==> src/rtl/core/cpsrf_pkg.sv <==
`timescale 1ns / 1ps
`default_nettype none

package cpsrf_pkg;

   localparam int MAX_WIDTH_DEF  = 64;
   localparam int MAX_HEIGHT_DEF = 64;

   localparam int KIND_W  = 2;
   localparam int FRAME_W = 7;
   localparam int COORD_W = 16;
   localparam int SUM_W   = COORD_W + 1;
   localparam int PIXEL_W = 32;
   localparam int LIN_W   = 2 * FRAME_W;
   localparam int CSR_IDX_W = 2;

   localparam logic [FRAME_W-1:0] FRAME_RESET = FRAME_W'(64);

   localparam logic [KIND_W-1:0] REQ_SET   = 2'd0;
   localparam logic [KIND_W-1:0] REQ_GET   = 2'd1;
   localparam logic [KIND_W-1:0] REQ_FILL  = 2'd2;
   localparam logic [KIND_W-1:0] REQ_CLEAR = 2'd3;

   localparam logic [CSR_IDX_W-1:0] CSR_FRAME_WIDTH  = 2'd0;
   localparam logic [CSR_IDX_W-1:0] CSR_FRAME_HEIGHT = 2'd1;

   typedef struct packed {
      logic load;    // latch the request and its clipped bounds
      logic step;    // write the current pixel and advance the scan
      logic read;    // read the current pixel
      logic emit;    // load the response register
   } cmd_type;

   typedef struct packed {
      logic load_empty;   // the request just offered touches no pixel
      logic load_get;     // the request just offered is a get
      logic last_pixel;   // the scan stands on the last pixel of the rectangle
   } status_type;

endpackage

`default_nettype wire

==> src/rtl/core/cpsrf_ctrl.sv <==
`timescale 1ns / 1ps
`default_nettype none

module cpsrf_ctrl (
   input  wire logic                  clock,
   input  wire logic                  reset,
   input  wire logic                  req_valid,
   output logic                       req_stall,
   output logic                       rsp_valid,
   input  wire logic                  rsp_stall,
   input  wire cpsrf_pkg::status_type status,
   output cpsrf_pkg::cmd_type         cmd
);
   import cpsrf_pkg::*;

   localparam logic [1:0] ST_IDLE  = 2'd0;
   localparam logic [1:0] ST_WRITE = 2'd1;
   localparam logic [1:0] ST_READ  = 2'd2;
   localparam logic [1:0] ST_DONE  = 2'd3;

   logic [1:0] state_ff, state_in;
   logic       rsp_valid_ff, rsp_valid_in;
   logic       slot_free;

   assign req_stall = (state_ff != ST_IDLE);
   assign rsp_valid = rsp_valid_ff;
   assign slot_free = !rsp_valid_ff || !rsp_stall;

   always_comb begin
      state_in = state_ff;
      cmd      = '0;
      unique case (state_ff)
         ST_IDLE: begin
            if (req_valid) begin
               cmd.load = 1'b1;
               if (status.load_empty) begin
                  state_in = ST_DONE;
               end else if (status.load_get) begin
                  state_in = ST_READ;
               end else begin
                  state_in = ST_WRITE;
               end
            end
         end
         ST_WRITE: begin
            cmd.step = 1'b1;
            if (status.last_pixel) begin
               state_in = ST_DONE;
            end
         end
         ST_READ: begin
            cmd.read = 1'b1;
            state_in = ST_DONE;
         end
         ST_DONE: begin
            // The response waits here until the output register can take it.
            if (slot_free) begin
               cmd.emit = 1'b1;
               state_in = ST_IDLE;
            end
         end
         default: begin
            state_in = ST_IDLE;
         end
      endcase
   end

   always_comb begin
      rsp_valid_in = rsp_valid_ff;
      if (cmd.emit) begin
         rsp_valid_in = 1'b1;
      end else if (!rsp_stall) begin
         rsp_valid_in = 1'b0;
      end
   end

   always_ff @(posedge clock) begin
      if (reset) begin
         state_ff     <= ST_IDLE;
         rsp_valid_ff <= 1'b0;
      end else begin
         state_ff     <= state_in;
         rsp_valid_ff <= rsp_valid_in;
      end
   end

endmodule

`default_nettype wire

==> config.mk <==
export PLATFORM = sky130hd
export DESIGN_NAME = cpsrf_ctrl
export DESIGN_NICKNAME = d
export VERILOG_FILES = /design/src/rtl/core/cpsrf_pkg.sv /design/src/rtl/core/cpsrf_ctrl.sv
export SDC_FILE = /design/constraint.sdc
export NUM_CORES = 1
export LEC_CHECK = 0
export ABC_AREA = 1
export BUFFER_PORTS_ARGS = -buffer_cell sky130_fd_sc_hd__buf_2
export CORE_AREA = 3 3 40 42
export CTS_CLUSTER_DIAMETER = 30
export DETAILED_ROUTE_END_ITERATION = 12
export DIE_AREA = 0 0 43 45
export SLEW_MARGIN = 10
export SYNTH_ARGS = -nofsm -noshare
export SYNTH_HDL_FRONTEND = slang
export SYNTH_SLANG_ARGS = --single-unit
export TNS_END_PERCENT = 1
==> constraint.sdc <==
create_clock -name clock -period 1.27 [get_ports clock]
set_clock_uncertainty 0.15 [all_clocks]
set_input_delay 0.0635 -clock clock [delete_from_list [all_inputs] [get_ports clock]]
set_output_delay 0.0635 -clock clock [all_outputs]
set_load 0.01 [all_outputs]
# After elaboration in Yosys (flattened, before gate mapping)
# Index checks and enable logic that the tools add are counted.
[op_classes]
n_eq_ne = 7
muxes = 14
n_reduce_logical = 6
[op_table]
columns = ["cell", "n"]
rows = [
  ["$mux W2", 5],
  ["$mux W1", 8],
  ["$pmux W2 S4", 1],
  ["$ne A2 B2 Y1 const B", 3],
  ["$eq A2 B2 Y1 const B", 2],
  ["$reduce_and A3 Y1", 1],
  ["$eq A2 B1 Y1 const B", 1],
  ["$logic_not A1 Y1", 2],
  ["$logic_not A2 Y1", 1],
  ["$ne A2 B1 Y1 const B", 1],
  ["$reduce_bool A2 Y1", 1],
  ["$logic_or A1 B1 Y1", 1],
]
[totals]
elab_cells = 29
out_inout_bits = 6
reg_bits = 3
input_bits = 7

# Longest topological paths before layout
# Gate-level depths: netlist of the first run.
[depth]
depth_word = 5
ltp_mapped = 7
ltp_nobuf = 7

# Least setup slack after synthesis of the first run
# No wires, ideal clock.
[synth_timing]
path_type = "reg2reg"
start = "register state_ff[0]"
end = "register state_ff[1]"
synth_period_minus_slack_ns = 1.212
path_slack_ns = 0.058
arrival_ns = 0.950
setup_time_ns = 0.113
path_buffers = 0
required_ns = 1.007
path_stages_with_launch = 7
path_cell_list = "dfxtp_1 > inv_1 > ha_1 > nand2_1 > nand3_2 > nor2_1 > nor2_1"
[synth_via]
elab_chain_len = 3
elab_cells_between_ends = 9
cone_classes = "eq/ne (6); mux (1); reduce/logical (2)"
[synth_rtl]
columns = ["item", "line", "text"]
rows = [
  ["start: declaration", "cpsrf_ctrl.sv:21", "logic [1:0] state_ff, state_in;"],
  ["start signal: assignment", "cpsrf_ctrl.sv:82", "state_ff <= state_in;"],
  ["$eq A2 B2 Y1 (tied with other cells)", "cpsrf_ctrl.sv:32", "unique case (state_ff)"],
  ["$ne A2 B2 Y1 (no source line)", "-", ""],
  ["$reduce_and A3 Y1 (no source line)", "-", ""],
]
# Several ways; a longest one is shown, not always the timed one.
# A chain may end at the register's enable or synchronous reset.

==> results of run 1 <==
[per-stage QoR]
step | cell area (µm²) | worst slack [ns] | setup TNS (ns) | hold WS (ns)
final | 461.7 | 0.03598 | 0 | 0.03112
after global routing | 461.7 | -0.02530 | -0.04963 | 0.05343
after CTS | 387.9 | 0.005468 | 0 | 0.03421
after detailed placement | 324.1 | -0.03130 | -0.05603 | 0.09261
after global placement | 324.1 | -0.03623 | -0.05682 | 0.09371
after floorplan | 245.2 | 0.05762 | 0 | -0.01743
[final timing paths]
kind,from,endpoint,cells after the start,slack (ns)
max,state_ff[0]$_SDFFE_PP0P_,cmd[1],4,0.04
min,status[1],state_ff[1]$_SDFFE_PP0P_,5,0.03
max reg2reg,state_ff[1]$_SDFFE_PP0P_,state_ff[1]$_SDFFE_PP0P_,7,0.06
min reg2reg,rsp_valid$_SDFFE_PP0P_,rsp_valid$_SDFFE_PP0P_,2,0.33
[layer usage]
layer,up-vias,wire length [µm]
li1,154,-
met1,110,242
met2,10,298
met3,0,52
met4,0,0
met5,-,0
[cells by family (layout without fill, tap and decap cells)]
group                    count (synthesis)  in the layout
AND/OR/NAND/NOR                         19             19
buffers and inverters                   10             30
adder cells (fa/ha/maj)                  4              4
AO/OA/AOI/OAI                            3              3
flip-flops                               3              3
[what timing repair did]
| item | CTS | global route |
|---|---|---|
| pin swaps | 0 | 4 |
| setup buffers | 0 | 2 |
| resized for setup | 7 | 15 |
| setup endpoints to repair | 6 | 4 |
| hold buffers | 2 | 0 |
| endpoints found under the hold margin | 3 | 0 |
[power groups by stage]
stage | clock [mW] | combinational, mW | sequential [mW]
6_report | 0.162 | 0.569 | 0.193
5_1_grt | 0.185 | 0.626 | 0.201
4_1_cts | 0.171 | 0.425 | 0.162
3_5_place_dp | 0 | 0.377 | 0.153
3_3_place_gp | 0 | 0.379 | 0.154
2_1_floorplan | 0 | 0.266 | 0.151
[Yosys cell counts]
cell type | number | share of area
nand3_2 | 1 | 0.041
nand2_1 | 13 | 0.20
inv_1 | 9 | 0.14
dfxtp_1 | 3 | 0.24
nor2_1 | 4 | 0.061
o21ai_0 | 1 | 0.020
nand3_1 | 1 | 0.020
buf_4 | 1 | 0.031
a21oi_1 | 2 | 0.041
ha_1 | 4 | 0.20
[registers in the layout (all words and copies together), names as in the netlist]
signal,cells
state_ff,2
rsp_valid,1
[tightest hold or removal path: stages]
cell,delay (ns)
buf_2,0.10
o21ai_2,0.05
nand2_1,0.05
nor2_1,0.04
nor2_1,0.08
[area by class of cell]
| cell class | instances | area (µm²) |
|---|---|---|
| clock buffer | 4 | 26.28 |
| timing repair buffer | 17 | 118.9 |
| tap | 15 | 18.77 |
| multi-input combinational | 26 | 191.4 |
| sequential | 3 | 67.56 |
| inverter | 9 | 38.79 |
| fill | 132 | 823.3 |
==> key figures, run 1 <==
Run status
  • Outcome: finished clean

GRT
  • Grt total ovfl: 0
  • Tot GR Track Use: 0.05745
  • Initial antenna violation count: 0
  • Routing usage on met1: 0.06265
  • Gr busiest metal: met2
  • Met3 GRT Util: 0.02390
  • Largest net degree at the start of global routing: 6
  • Grt met2 use: 0.07485
  • Number of global-route vias before repair: 207
  • First-pass GRT wire length: 772 µm

Cells and area
  • Proportion of layout cells with a drive suffix above 1: 0.5085
  • Most frequent cells in the layout: 12 x nand2_1, 10 x buf_2, 6 x inv_1
  • Area Overhead vs Synth: 88.27%
  • Fin util: 0.3593
  • Non-Filler Instances: 74
  • Most common cell after layout, fill and taps aside: nand2_1
  • Layout Nets: 71
  • Antenna cells: 0

Clocking
  • TritonCTS clock tree: done
  • Sink Count: 3
  • Clk pin slew, worst setup/hold paths: 0.03 ns
  • # H-tree levels: 1
  • Root Driver: clkbuf_4
  • Maximum clock path buffer count: 2
  • CTS Buf Count: 3
  • Worst skew pair latency: 0.23 ns

Place
  • Inst Count DP: 66
  • Port Buffers: 12
  • Routability cong.: 0.6734
  • HPWL Detailed: 387.4 µm

Route
  • Vias per inst: approximately 3.7
  • TritonRoute pass-1 iters: 1
  • Initial DRC count: 0
  • Detailed-route wire length per cell: about 8.0 µm
  • Detailed-route via count: between 200 and 300
  • Post-route ant nets: 0
  • Final wirelength: 593 µm
  • # DRC: 0

Min path
  • Hold crit path type: input pin to flop

Logic synthesis
  • Gate Count Post-Synth: 39
  • Synth Area in XOR/XNOR: 0
  • Sequential-to-total area share from yosys stat: 0.2449
  • Yosys warning count: 0
  • Register bit total from synthesis: 3
  • Synth Area in Simple Gates: 0.3214
  • Synth Area in Compound Gates: 0.06122
  • Multiplexer area fraction after synthesis: 0
  • Largest family of logic cells by synthesized area: simple AND/OR/NAND/NOR gates
  • Unique cell type count in the Yosys netlist: 10
  • Synth Net Count: 50
  • Adder-Cell Fraction of Synth Area: 0.2041
  • Synthesized area per cell: about 6.3 µm²
  • Mapped Area: ~250 µm²

Floorplan
  • Die width: 43 µm
  • Die ar.: 0.001935 mm²
  • Core area: 0.001285 mm²
  • Die height: 45 µm
  • Starting Density: 0.1908
  • # rows: 13
  • Top Ports: 13

STA
  • Worst slew margin: 0.9161
  • Worst-margin pin slew: between 0.1 and 0.15 ns
  • Final hold vios: 0
  • RSZ-0062 raised after global routing: true
  • Slew Limit Fails: 0
  • Fmax achieved: 810.4 MHz
  • Crit share post-route: 0.9717
  • # setup viols final: 0
  • Minimum clock period: around 1.2 ns

Power and ir drop
  • PwrDens: 2001 mW/mm²
  • Internal Power: roughly 0.55 mW
  • Max VDD drop: 0.6616 mV
  • Seq pwr share: 0.209
  • Sw Pwr: 0.3742 mW
  • Logic pwr share: 0.615
  • Switching Share: 0.4050
  • Total Power Consumption: 0.9241 mW
  • Clock group share of total power: 0.176
  • Leak: ~0.25 nW

Setup path
  • Worst path top cell family by delay: flip-flops
  • Slowest CP cell: dfxtp_4
  • Kind of critical path: flop to primary output
  • Worst EP arrival: 1.02 ns
  • Buf+Inv Stages, Crit Path: 3
  • Largest stage delay, worst path: between 0.3 and 0.4 ns
  • Most frequent CP cell: buf_6
  • Largest fanout on the critical path: 3
  • Crit path required time: 1.06 ns
  • Crit-path cells: inv_4 -> buf_6 -> ha_4 -> buf_6
  • Worst setup EP type: primary output
  • Setup crit start kind: flop

Job
  • Max_cap viols: 0
Power figures use the tool's default switching activity.
==> run 2, diff against run 1 <==
--- a/config.mk
+++ b/config.mk
@@ -5,9 +5,9 @@
 export SDC_FILE = /design/constraint.sdc
 export NUM_CORES = 1
 export LEC_CHECK = 0
-export ABC_AREA = 1
 export BUFFER_PORTS_ARGS = -buffer_cell sky130_fd_sc_hd__buf_2
 export CORE_AREA = 3 3 40 42
+export CTS_BUF_LIST = sky130_fd_sc_hd__clkbuf_4 sky130_fd_sc_hd__clkbuf_8
 export CTS_CLUSTER_DIAMETER = 30
 export DETAILED_ROUTE_END_ITERATION = 12
 export DIE_AREA = 0 0 43 45
==> run 2 against run 1 <==
Compared with the run above: the run now ends with negative setup slack left; global-route usage is 0.74 points higher; sequential share of layout area is 0.32 points higher; via count is 6.6% lower; first-iteration DRC count is 5 higher; die area stayed put; register-to-register slack worse by 0.18 ns; maximum frequency is 11% lower; worst hold slack better by 0.083 ns; largest power group unchanged; highest routed layer is now met4.
==> key figures, run 2 <==
Setup path
  • FF-to-FF End: state_ff[1]$_SDFFE_PP0P_
  • Worst EP arrival: 1.35 ns
  • Worst Reg2Reg Path Length in Cells: 5
  • Kind of critical path: flop to flop
  • Worst reg2reg startpoint: state_ff[0]$_SDFFE_PP0P_
  • Internal reg-to-reg setup slack: -0.12 ns
  • Setup crit start kind: flop
  • Largest fanout on the critical path: 3
  • Worst Setup SP: state_ff[0]$_SDFFE_PP0P_
  • Worst setup EP type: flop
  • Crit path required time: 1.24 ns

Cells and area
  • Sequential cell area: 67.56 µm²
  • Non-Filler Instances: 63
  • Most common cell after layout, fill and taps aside: buf_2
  • Max reg flops: 2
  • Proportion of layout cells with a drive suffix above 1: 0.6875
  • Footprint of the multi-input gates: ~190 µm²
  • Fin area: between 400 and 500 µm²
  • Fill cell count: 136
  • Layout Nets: 60
  • Most frequent cells in the layout: 11 x buf_2, 4 x clkbuf_4, 4 x buf_4
  • Biggest register: state_ff
  • Antenna cells: 0
  • Area Overhead vs Synth: 93.05%

Logic synthesis
  • Adder-Cell Fraction of Synth Area: 0.2139
  • Mapped Area: between 200 and 250 µm²
  • Most common cell in the netlist: inv_1
  • Largest family of logic cells by synthesized area: adder cells
  • Post-synth EDFFs: 0
  • Synth Area in XOR/XNOR: 0
  • Share of the synthesized area in the top cell type: 0.2567
  • Register bit total from synthesis: 3
  • Multiplexer area fraction after synthesis: 0.09626
  • Top_reg_cell synth: dfxtp_1
  • Async set or reset register ratio after synthesis: 0
  • Synth Area in Compound Gates: 0.2032
  • Synth Area in Simple Gates: 0.1016
  • Most area-consuming cells after synthesis: dfxtp_1 26%, ha_1 21%, mux2_2 9.6%
  • Top cells by count, synth: 5 x inv_1, 4 x ha_1, 3 x dfxtp_1, 3 x nor2_1
  • Area leader, netlist: dfxtp_1
  • Synthesized area per cell: approximately 8.7 µm²
  • Yosys warning count: 0
  • Gate Count Post-Synth: 27
  • Sequential-to-total area share from yosys stat: 0.2567
  • Unique cell type count in the Yosys netlist: 14
  • Synth Net Count: 38

Run status
  • Outcome: finished, violations left
  • Violated checks: negative setup slack

Route
  • Initial DRC count: 5
  • Final wirelength: 521 µm
  • # DRC: 0
  • TritonRoute pass-1 iters: 4
  • Detailed-route wire length per cell: just over 8 µm
  • Post-route ant nets: 0
  • Vias per inst: 4.063
  • Detailed-route via count: between 200 and 300

Clocking
  • Root Driver: clkbuf_4
  • TritonCTS clock tree: done
  • # H-tree levels: 1
  • Worst skew pair latency: around 0.23 ns
  • CTS Buf Count: 3
  • Post-CTS Setup Bufs: 0
  • Sink Count: 3
  • Maximum clock path buffer count: 2
  • Clk pin slew, worst setup/hold paths: 0.04 ns

Min path
  • Hold crit path type: input pin to flop
  • Hold path cells: 3
  • Hold endpoint: state_ff[0]$_SDFFE_PP0P_
  • Worst Hold Launch: status[1]

Floorplan
  • Starting Density: 0.1821
  • Die width: 43 µm
  • Top Ports: 13
  • Core area: 0.001285 mm²
  • # rows: 13
  • Die ar.: ~0.0019 mm²
  • Die height: approximately 45 µm

Job
  • Max_cap viols: 0

GRT
  • Initial antenna violation count: 0
  • First-pass GRT wire length: 883 µm
  • Grt total ovfl: 0
  • Largest net degree at the start of global routing: 5
  • Number of global-route vias before repair: around 230
  • Tot GR Track Use: 0.06484

Place
  • Area of placed instances: 384.1 µm²
  • Port Buffers: 12
  • Inst Count DP: 57
  • HPWL Detailed: approximately 440 µm
  • Routability cong.: 0.7048

Power and ir drop
  • PwrDens: between 2000 and 2500 mW/mm²
  • Max VDD drop: 0.8387 mV
  • Total Power Consumption: 1.060 mW
  • Leak: ~0.22 nW

STA
  • TNS Setup: -0.3380 ns
  • # setup viols final: 4
  • Fmax achieved: ~720 MHz
  • RSZ-0062 raised after global routing: true
  • Minimum clock period: 1.386 ns
  • Hold slack: approximately 0.11 ns
  • Worst slew margin: 0.8632
  • Final WS setup: -0.1157 ns
  • Final hold vios: 0
  • Crit share post-route: 1.091
  • Slew Limit Fails: 0
  • Worst-margin pin slew: 0.2052 ns
-- run 2: changes by cell type after synthesis, moves of 2 or more --
| cell | before | now |
|---|---|---|
| a31oi_1 | 0 | 2 |
| inv_1 | 9 | 5 |
| mux2_2 | 0 | 2 |
| nand2_1 | 13 | 0 |
-- run 2: logic make-up after synthesis --
group,Yosys count
mux,2
buf+inv,7
compound gates,6
fa+ha+maj,4
flops,3
simple gates,5
-- run 2: report_power, final --
part	internal [mW]	switching [mW]	total, mW
Combinational	0.377	0.290	0.667
Clock	0.139	0.0492	0.188
Sequential	0.153	0.0521	0.205
Total	0.669	0.391	1.06
-- run 2: routing by layer --
| metal | vias up | part of all wire | track usage |
|---|---|---|---|
| li1 | 137 | - | - |
| met2 | 11 | 0.45 | 0.1078 |
| met4 | 0 | 0.033 | 0.05422 |
| met5 | - | 0 | 0 |
| met3 | 2 | 0.090 | 0.02390 |
| met1 | 106 | 0.43 | 0.06475 |
-- run 2: per-stage QoR --
| stage | worst slack [ns] | util |
|---|---|---|
| 2_1_floorplan | -0.07796 | - |
| 3_3_place_gp | -0.1075 | 0.2989 |
| 3_5_place_dp | -0.1239 | 0.2989 |
| 4_1_cts | -0.1210 | 0.3515 |
| 5_1_grt | -0.1604 | 0.3515 |
| 6_report | -0.1157 | 0.3515 |
-- run 2: timing repair --
item,CTS,global route
hold buffers,2,0
endpoints found under the setup margin,5,5
endpoints found under the hold margin,1,0
pin swaps,0,0
resized for setup,7,0
-- run 2: cell type report --
class	instances	share of cell area
Timing Repair Buffer	18	0.2576
Tap cell	15	0.04155
Sequential cell	3	0.1496
Inverter	6	0.06094
Clock buffer	4	0.06648
Multi-Input combinational cell	17	0.4238
-- run 2: critical path: stages (launching register included) --
cell and delay, ns:
dfxtp_4 0.37, inv_4 0.04, ha_4 0.22, o21bai_1 0.16, a31oi_1 0.06, mux2_4 0.27
-- run 2: worst max path at each step --
| stage | to | cells past startpoint |
|---|---|---|
| after floorplan | state_ff[0]$_SDFFE_PP0P_ | 5 |
| after global placement | state_ff[0]$_SDFFE_PP0P_ | 5 |
| after detailed placement | state_ff[1]$_SDFFE_PP0P_ | 5 |
| after CTS | state_ff[1]$_SDFFE_PP0P_ | 5 |
| after global routing | state_ff[1]$_SDFFE_PP0P_ | 5 |
| final | state_ff[1]$_SDFFE_PP0P_ | 5 |
